$ cat src/sv/mrc_pkg.sv
// Package for the Modbus RTU frame/CRC engine: result item types, kind and
// status codes, and the byte-wide CRC-16 update. No dependencies.
package mrc_pkg;

  localparam logic [15:0] CRC_INIT = 16'hFFFF;
  localparam logic [15:0] CRC_POLY = 16'hA001;
  localparam int unsigned MAX_RESULTS = 4;

  typedef enum logic [1:0] {
    KIND_TX     = 2'd0,
    KIND_RX     = 2'd1,
    KIND_STATUS = 2'd2
  } kind_t;

  typedef enum logic [1:0] {
    ST_OK       = 2'd0,
    ST_NO_ADDR  = 2'd1,
    ST_MISMATCH = 2'd2,
    ST_SHORT    = 2'd3
  } status_t;

  typedef struct packed {
    kind_t      kind;
    logic [7:0] data;
    status_t    status;
    logic       eor;
  } item_t;

  // Up to four result items from one input item, packed from index 0.
  typedef struct packed {
    logic [2:0]       cnt;
    item_t [3:0]      items;
  } bundle_t;

  // CRC-16 (reflected poly 0xA001), one byte folded in, LSB first.
  function automatic logic [15:0] crc8(input logic [15:0] crc_in, input logic [7:0] b);
    logic [15:0] c;
    c = crc_in ^ {8'h00, b};
    for (int i = 0; i < 8; i++) begin
      if (c[0]) begin
        c = (c >> 1) ^ CRC_POLY;
      end else begin
        c = c >> 1;
      end
    end
    return c;
  endfunction

  function automatic item_t mk_item(input kind_t kind, input logic [7:0] data,
                                    input status_t status, input logic eor);
    item_t it;
    it.kind   = kind;
    it.data   = data;
    it.status = status;
    it.eor    = eor;
    return it;
  endfunction

endpackage

$ cat src/sv/modbus_rtu_frame_crc.sv
// Modbus RTU frame engine with CRC-16: top level with input register, slave
// address register, frame step and result register. Uses mrc_pkg.
// An item passes through the input register and then the result register,
// where its first result becomes valid. Throughput: one input item per cycle
// while each item yields at most one result and out_ready is high; an item
// yielding n results (up to 4) holds the result port until all n are taken.
// Reset (rst_n, synchronous, active low): frame state, CRCs, slave address and
// all valid flags cleared; no clearing pass, in_ready low during reset and
// high from the first cycle after it.
module modbus_rtu_frame_crc (
  input  logic        clk,
  input  logic        rst_n,
  // configuration: slave address, written with no wait
  input  logic        cfg_write_en,
  input  logic [7:0]  cfg_write_data,
  // input channel
  input  logic        in_valid,
  output logic        in_ready,
  input  logic        in_mode,
  input  logic [7:0]  in_data_byte,
  input  logic        in_last_byte,
  // result channel
  output logic        out_valid,
  input  logic        out_ready,
  output logic [1:0]  out_kind,
  output logic [7:0]  out_byte,
  output logic [1:0]  out_status,
  output logic        out_end_of_run
);

  // Slave address plus its CRC contribution, precomputed at write time so
  // the frame-open path runs only one byte of CRC.
  logic [7:0]  slave_addr_r;
  logic [15:0] addr_crc_r;

  // Input register: one item waiting for the frame step.
  logic        in_v_r;
  logic        mode_r;
  logic [7:0]  data_r;
  logic        last_r;

  logic              q_free;
  logic              step_fire;
  mrc_pkg::bundle_t  bundle;
  mrc_pkg::item_t    head;

  // The item in the input register moves on once the result register is
  // empty or hands out its final item in this cycle.
  assign step_fire = in_v_r && q_free;
  assign in_ready  = rst_n && (!in_v_r || q_free);

  always_ff @(posedge clk) begin
    if (!rst_n) begin
      slave_addr_r <= 8'h00;
      addr_crc_r   <= mrc_pkg::crc8(mrc_pkg::CRC_INIT, 8'h00);
      in_v_r       <= 1'b0;
    end else begin
      if (cfg_write_en) begin
        slave_addr_r <= cfg_write_data;
        addr_crc_r   <= mrc_pkg::crc8(mrc_pkg::CRC_INIT, cfg_write_data);
      end
      if (in_ready) begin
        in_v_r <= in_valid;
      end
    end
    if (in_valid && in_ready) begin
      mode_r <= in_mode;
      data_r <= in_data_byte;
      last_r <= in_last_byte;
    end
  end

  mrc_frame_step u_step (
    .clk        (clk),
    .rst_n      (rst_n),
    .fire       (step_fire),
    .mode       (mode_r),
    .data_byte  (data_r),
    .last_byte  (last_r),
    .slave_addr (slave_addr_r),
    .addr_crc   (addr_crc_r),
    .bundle     (bundle)
  );

  mrc_out_queue u_queue (
    .clk       (clk),
    .rst_n     (rst_n),
    .load      (step_fire),
    .bundle    (bundle),
    .free      (q_free),
    .out_valid (out_valid),
    .out_ready (out_ready),
    .head      (head)
  );

  assign out_kind       = head.kind;
  assign out_byte       = head.data;
  assign out_status     = head.status;
  assign out_end_of_run = head.eor;

`ifndef SYNTHESIS
  // Status items close a frame and carry no byte.
  a_status_item: assert property (@(posedge clk) disable iff (!rst_n)
    (out_valid && (out_kind == mrc_pkg::KIND_STATUS))
      |-> (out_end_of_run && (out_byte == 8'h00)))
    else $error("status item without end_of_run or with nonzero byte");

  // Byte items always report ok status.
  a_byte_item: assert property (@(posedge clk) disable iff (!rst_n)
    (out_valid && (out_kind != mrc_pkg::KIND_STATUS)) |-> (out_status == mrc_pkg::ST_OK))
    else $error("byte item with nonzero status");

  // A received payload byte never ends a frame.
  a_rx_no_end: assert property (@(posedge clk) disable iff (!rst_n)
    (out_valid && (out_kind == mrc_pkg::KIND_RX)) |-> !out_end_of_run)
    else $error("received payload byte flagged as end of frame");

  // A held result that is not taken stays put for the next cycle.
  a_hold: assert property (@(posedge clk) disable iff (!rst_n)
    (out_valid && !out_ready) |=> (out_valid && $stable(out_byte) && $stable(out_kind)))
    else $error("result changed while stalled");
`endif

endmodule

$ cat src/sv/mrc_frame_step.sv
// Frame step for the Modbus RTU engine: transmit and receive frame state and
// the combinational framing/CRC logic that builds a result bundle. Uses mrc_pkg.
module mrc_frame_step (
  input  logic                 clk,
  input  logic                 rst_n,
  input  logic                 fire,
  input  logic                 mode,
  input  logic [7:0]           data_byte,
  input  logic                 last_byte,
  input  logic [7:0]           slave_addr,
  input  logic [15:0]          addr_crc,
  output mrc_pkg::bundle_t     bundle
);

  logic [15:0] tx_crc_r, tx_crc_nxt;
  logic        tx_in_frame_r, tx_in_frame_nxt;
  logic [15:0] rx_crc_r, rx_crc_nxt;
  logic [1:0]  rx_cnt_r, rx_cnt_nxt;
  logic [7:0]  rx_h0_r, rx_h0_nxt;
  logic [7:0]  rx_h1_r, rx_h1_nxt;

  logic [15:0] crc_base;
  logic [15:0] crc_b;
  logic [2:0]  k;

  always_comb begin
    tx_crc_nxt      = tx_crc_r;
    tx_in_frame_nxt = tx_in_frame_r;
    rx_crc_nxt      = rx_crc_r;
    rx_cnt_nxt      = rx_cnt_r;
    rx_h0_nxt       = rx_h0_r;
    rx_h1_nxt       = rx_h1_r;
    bundle          = '0;
    k               = 3'd0;
    crc_base        = tx_in_frame_r ? tx_crc_r : addr_crc;
    crc_b           = mrc_pkg::crc8(crc_base, data_byte);

    if (!mode) begin
      if (!tx_in_frame_r && (slave_addr == 8'h00)) begin
        // no address: byte dropped, status only on a last byte
        if (last_byte) begin
          bundle.items[k[1:0]] = mrc_pkg::mk_item(mrc_pkg::KIND_STATUS, 8'h00,
                                                  mrc_pkg::ST_NO_ADDR, 1'b1);
          k = k + 3'd1;
        end
      end else begin
        if (!tx_in_frame_r) begin
          bundle.items[k[1:0]] = mrc_pkg::mk_item(mrc_pkg::KIND_TX, slave_addr,
                                                  mrc_pkg::ST_OK, 1'b0);
          k = k + 3'd1;
        end
        bundle.items[k[1:0]] = mrc_pkg::mk_item(mrc_pkg::KIND_TX, data_byte,
                                                mrc_pkg::ST_OK, 1'b0);
        k = k + 3'd1;
        if (last_byte) begin
          bundle.items[k[1:0]] = mrc_pkg::mk_item(mrc_pkg::KIND_TX, crc_b[7:0],
                                                  mrc_pkg::ST_OK, 1'b0);
          k = k + 3'd1;
          bundle.items[k[1:0]] = mrc_pkg::mk_item(mrc_pkg::KIND_TX, crc_b[15:8],
                                                  mrc_pkg::ST_OK, 1'b1);
          k = k + 3'd1;
          tx_crc_nxt      = mrc_pkg::CRC_INIT;
          tx_in_frame_nxt = 1'b0;
        end else begin
          tx_crc_nxt      = crc_b;
          tx_in_frame_nxt = 1'b1;
        end
      end
    end else begin
      unique case (rx_cnt_r)
        2'd0: begin
          rx_crc_nxt = mrc_pkg::crc8(mrc_pkg::CRC_INIT, data_byte);
          rx_cnt_nxt = 2'd1;
        end
        2'd1: begin
          rx_h0_nxt  = data_byte;
          rx_cnt_nxt = 2'd2;
        end
        2'd2: begin
          rx_h1_nxt  = data_byte;
          rx_cnt_nxt = 2'd3;
        end
        default: begin
          // oldest held byte is payload: fold it in and forward it
          rx_crc_nxt = mrc_pkg::crc8(rx_crc_r, rx_h0_r);
          bundle.items[k[1:0]] = mrc_pkg::mk_item(mrc_pkg::KIND_RX, rx_h0_r,
                                                  mrc_pkg::ST_OK, 1'b0);
          k = k + 3'd1;
          rx_h0_nxt = rx_h1_r;
          rx_h1_nxt = data_byte;
        end
      endcase

      if (last_byte) begin
        if (rx_cnt_nxt != 2'd3) begin
          bundle.items[k[1:0]] = mrc_pkg::mk_item(mrc_pkg::KIND_STATUS, 8'h00,
                                                  mrc_pkg::ST_SHORT, 1'b1);
        end else if ({rx_h1_nxt, rx_h0_nxt} == rx_crc_nxt) begin
          bundle.items[k[1:0]] = mrc_pkg::mk_item(mrc_pkg::KIND_STATUS, 8'h00,
                                                  mrc_pkg::ST_OK, 1'b1);
        end else begin
          bundle.items[k[1:0]] = mrc_pkg::mk_item(mrc_pkg::KIND_STATUS, 8'h00,
                                                  mrc_pkg::ST_MISMATCH, 1'b1);
        end
        k = k + 3'd1;
        rx_crc_nxt = mrc_pkg::CRC_INIT;
        rx_cnt_nxt = 2'd0;
        rx_h0_nxt  = 8'h00;
        rx_h1_nxt  = 8'h00;
      end
    end
    bundle.cnt = k;
  end

  always_ff @(posedge clk) begin
    if (!rst_n) begin
      tx_crc_r      <= mrc_pkg::CRC_INIT;
      tx_in_frame_r <= 1'b0;
      rx_crc_r      <= mrc_pkg::CRC_INIT;
      rx_cnt_r      <= 2'd0;
      rx_h0_r       <= 8'h00;
      rx_h1_r       <= 8'h00;
    end else if (fire) begin
      tx_crc_r      <= tx_crc_nxt;
      tx_in_frame_r <= tx_in_frame_nxt;
      rx_crc_r      <= rx_crc_nxt;
      rx_cnt_r      <= rx_cnt_nxt;
      rx_h0_r       <= rx_h0_nxt;
      rx_h1_r       <= rx_h1_nxt;
    end
  end

endmodule

$ cat src/sv/mrc_out_queue.sv
// Result register for the Modbus RTU engine: holds one bundle of up to four
// result items and hands them out one per transfer. Uses mrc_pkg.
module mrc_out_queue (
  input  logic              clk,
  input  logic              rst_n,
  input  logic              load,
  input  mrc_pkg::bundle_t  bundle,
  output logic              free,
  output logic              out_valid,
  input  logic              out_ready,
  output mrc_pkg::item_t    head
);

  logic [2:0]             cnt_r, cnt_nxt;
  mrc_pkg::item_t [3:0]   items_r, items_nxt;
  logic                   take;

  assign take      = (cnt_r != 3'd0) && out_ready;
  assign free      = (cnt_r == 3'd0) || ((cnt_r == 3'd1) && out_ready);
  assign out_valid = (cnt_r != 3'd0);
  assign head      = items_r[0];

  always_comb begin
    cnt_nxt   = cnt_r;
    items_nxt = items_r;
    if (load) begin
      cnt_nxt   = bundle.cnt;
      items_nxt = bundle.items;
    end else if (take) begin
      cnt_nxt = cnt_r - 3'd1;
      for (int i = 0; i < 3; i++) begin
        items_nxt[i] = items_r[i+1];
      end
      items_nxt[3] = '0;
    end
  end

  always_ff @(posedge clk) begin
    if (!rst_n) begin
      cnt_r <= 3'd0;
    end else begin
      cnt_r <= cnt_nxt;
    end
    items_r <= items_nxt;
  end

endmodule

$ cat config.mk
export PLATFORM = sky130hd
export DESIGN_NAME = modbus_rtu_frame_crc
export DESIGN_NICKNAME = d
export VERILOG_FILES = /design/src/sv/mrc_pkg.sv /design/src/sv/modbus_rtu_frame_crc.sv /design/src/sv/mrc_frame_step.sv /design/src/sv/mrc_out_queue.sv
export SDC_FILE = /design/constraint.sdc
export NUM_CORES = 1
export LEC_CHECK = 0
export BUFFER_PORTS_ARGS = -buffer_cell sky130_fd_sc_hd__buf_2
export CORE_MARGIN = 4
export CORE_UTILIZATION = 62
export CTS_CLUSTER_DIAMETER = 120
export DETAILED_ROUTE_END_ITERATION = 6
export PLACE_DENSITY = 0.89
export SLEW_MARGIN = 20
export SYNTH_ARGS = -nofsm -noshare
export SYNTH_HDL_FRONTEND = slang
export SYNTH_SLANG_ARGS = --single-unit
$ cat constraint.sdc
create_clock -name clk -period 3.38 [get_ports clk]
set_input_delay 0.338 -clock clk [delete_from_list [all_inputs] [get_ports clk]]
set_output_delay 0.338 -clock clk [all_outputs]
set_load 0.03 [all_outputs]
==> run_results.csv <==
group,metric,value,unit
timing,tightest_slew,0.826,ns
grt,grt_overflow,0,
clock_network,clk_latency,0.43,ns
worst_setup_path,rr_worst_depth,10,
layout,regArea,0.00305,mm^2
place,dpl.hpwl,13200,um
route,via_per_inst,6.37,
timing,final_hold_viol_count,0,
layout,fin_nets,792,
route,drt-pass1-iter-count,5,
route,num_vias,5801,
grt,grt_max_degree,43,
worst_setup_path,cp_max_fo,15,
layout,drive_gt1_frac,0.141,
pwr,p_per_area,815,mW/mm^2
clock_network,cts_hold_buffers,0,
yosys,syn_inst,739,
worst_setup_path,worstReg2RegEnd,"u_queue.head[2]",
clock_network,htree_levels,4,
route,drc,0,
hold_path,hold_class,"input port to register",
timing,setup_violations,0,
floorplanning,die_w,114,um
clock_network,cts.path.max_buffers,2,
grt,antenna_found_initial,0,
layout,fin_util,0.718,
yosys,netlist_area,0.00701,mm^2
grt,grt_pass1_vias,5705,
yosys,synth_seq_cells,126,
floorplanning,die_y,114,um
place,gp_congestion,0.961,
place,place_inst,879,
timing,relSlewSlack,0.445,
worst_setup_path,r2r_setup_slack,0.17,ns
worst_setup_path,crit_buf_inv,1,
pwr,irDropWorstVdd,0.620,mV
timing,final-max-slew-violation-count,0,
yosys,yosysSeqAreaShare,0.435,
worst_setup_path,crit_type,"register to register",
layout,multi_input_area,0.00355,mm^2
worst_setup_path,crit_slowest_cell,"ha_1",
worst_setup_path,endpoint_kind,"register",
clock_network,cts_tree,"done",
clock_network,cts_setup_buffers,0,
grt,grt_pass1_wl,30400,um
clock_network,root_buffer,"clkbuf_16",
timing,fin_crit_sh,0.951,
hold_path,hold_end,"last_r",
worst_setup_path,crit_path_max_incr_delay,0.66,ns
status,status,"finished, final reports clean",
yosys,synth_area_leaders,"edfxtp_1 23%, dfxtp_1 21%, nand2_1 6.2%",
floorplanning,fp.coreArea,0.0109,mm^2
yosys,yosysWarnings,0,
pwr,leakage,3.10,nW
hold_path,hold_depth,1,
yosys,synth-edff-count,53,
route,dr.first_iter.drc_count,766,
yosys,synthFlopType,"dfxtp_1",
floorplanning,rows,38,
yosys,synth-async-reset-ratio,0,
yosys,avgSynthCellArea,9.49,um^2
layout,diodes,0,
clock_network,ctsResizeCount,0,
layout,fillers,808,
pwr,total_power,6.40,mW
yosys,yosysMostFrequentCell,"nand2_1",
clock_network,cts_buffers,17,
floorplanning,initial_core_util,0.641,
yosys,synth_top_cell_by_area,"edfxtp_1",
floorplanning,io_pins,38,
timing,rsz0062_at_grt,"false",
floorplanning,die-area,0.0131,mm^2
worst_setup_path,critPathRequiredTime,3.56,ns
yosys,syn_nets,773,
worst_setup_path,start_kind,"register",
hold_path,hp-start,"in_last_byte",
yosys,yosys-top-cells-count,"115 x nand2_1, 73 x dfxtp_1, 54 x nor2_1",
layout,syn_to_final_growth,12.0,%
clock_network,clkTransAtPathRegs,0.06,ns
place,placed_cell_area,0.00725,mm^2
clock_network,clkSinkCount,126,
worst_setup_path,critPathArrivalTime,3.40,ns
layout,fin_area,0.00785,mm^2
run,drv_cap,0,
grt,grt_use_total,0.303,
yosys,yosysTopAreaCellShare,0.227,
place,io_buffers,37,
worst_setup_path,r2r-start,"u_step.rx_cnt_r[0]",
yosys,synth_cell_types,63,
timing,fin_crit,3.21,ns
layout,final-instance-count-excl-fill,911,
timing,fmax,311,MHz
timing,final.setup.tns,0,ns
timing,finClkSkew,0.00724,ns
route,wirelength,19000,um
route,ant_nets,0,
worst_setup_path,cp_cell_sequence,"inv_1 -> ha_1 -> nand2_1 -> and3_1 -> a311o_1 -> o31ai_1 -> o2111ai_1 -> nor4_4 -> nand3_1 -> a22o_1",
route,wl_per_cell,20.9,um
worst_setup_path,cp_top_family,"compound AO/OA/AOI/OAI gates",
cell usage in the layout, fill, tap and decap left out, drive strengths merged, types with 3 or more instances in the layout:
master	Yosys	routed
dfxtp	73	73
clkbuf	34	29
and3	9	9
o211ai	5	5
a21o	3	3
a2111oi	6	6
ha	11	11
a221oi	5	5
buf	30	64
inv	18	18
a31o	3	3
nor2b	10	10
o21ai	49	49
nor2	55	55
a21oi	37	37
o221ai	4	4
a211oi	9	9
o211a	7	7
nand3	17	17
xor2	24	24
a31oi	4	4
xnor3	6	6
nor4	3	3
mux2i	31	31
nand2	115	115
a221o	7	7
a22oi	23	23
and2	9	9
xnor2	49	49
nor3	6	6
edfxtp	53	53
area by class of cell:
class,count,area share
well taps,140,0.0223
repair buffers,64,0.0510
clock buffers,29,0.0718
clock inverters,3,0.00558
multi-input cells,531,0.452
flip-flops and latches,126,0.389
inverters,18,0.00860
stage by stage:
stage / hold slack (ns) / worst slack (ns)
global route: 0.0847 / 0.00570
CTS: 0.0811 / 0.223
global placement: 0.449 / 0.369
detailed placement: 0.457 / 0.234
floorplan: 0.427 / 0.684
finish: 0.0866 / 0.166
kinds of logic after synthesis:
group	Yosys count	synth area share
buffers and inverters	82	0.0585
adders and majority gates	11	0.0196
and+or+nand+nor	230	0.145
DFF	126	0.435
xor gates and xnor gates	80	0.126
muxes	32	0.0459
AOI/OAI and AO/OA	178	0.170
worst max path at each step:
stage	cells past startpoint	to	from
final	10	u_queue.head[2]	u_step.rx_cnt_r[0]
after global routing	10	u_queue.head[2]	u_step.rx_cnt_r[0]
after CTS	10	u_queue.head[2]	u_step.rx_cnt_r[0]
after floorplan	11	u_queue.head[2]	u_step.rx_cnt_r[0]
after global placement	10	u_queue.head[2]	u_step.rx_cnt_r[0]
after detailed placement	10	u_queue.head[2]	u_step.rx_cnt_r[0]
routing by layer:
layer | track usage | share of wire
met1 | 0.417 | 0.41
met2 | 0.464 | 0.46
met3 | 0.0724 | 0.095
met4 | 0.117 | 0.033
met5 | 0 | 0.0019
where the power goes:
group | leakage (nW) | total (mW) | internal [mW] | switching, mW
Clock | 0.297 | 1.86 | 1.20 | 0.655
Sequential | 1.11 | 2.28 | 2.08 | 0.199
Combinational | 1.69 | 2.27 | 0.843 | 1.42
state kept, by name (all words and copies together), names as in the netlist:
signal / flops
addr_crc_r: 10
data_r: 8
u_step.rx_h1_r: 8
u_queue.head: 13
u_step.rx_cnt_r: 2
u_queue.cnt_r: 3
u_step.rx_h0_r: 8
u_step.tx_in_frame_r: 1
u_queue.items_r: 30
u_step.rx_crc_r: 16
slave_addr_r: 8
in_v_r: 1
mode_r: 1
u_step.tx_crc_r: 16
last_r: 1
Power figures use the tool's default switching activity.
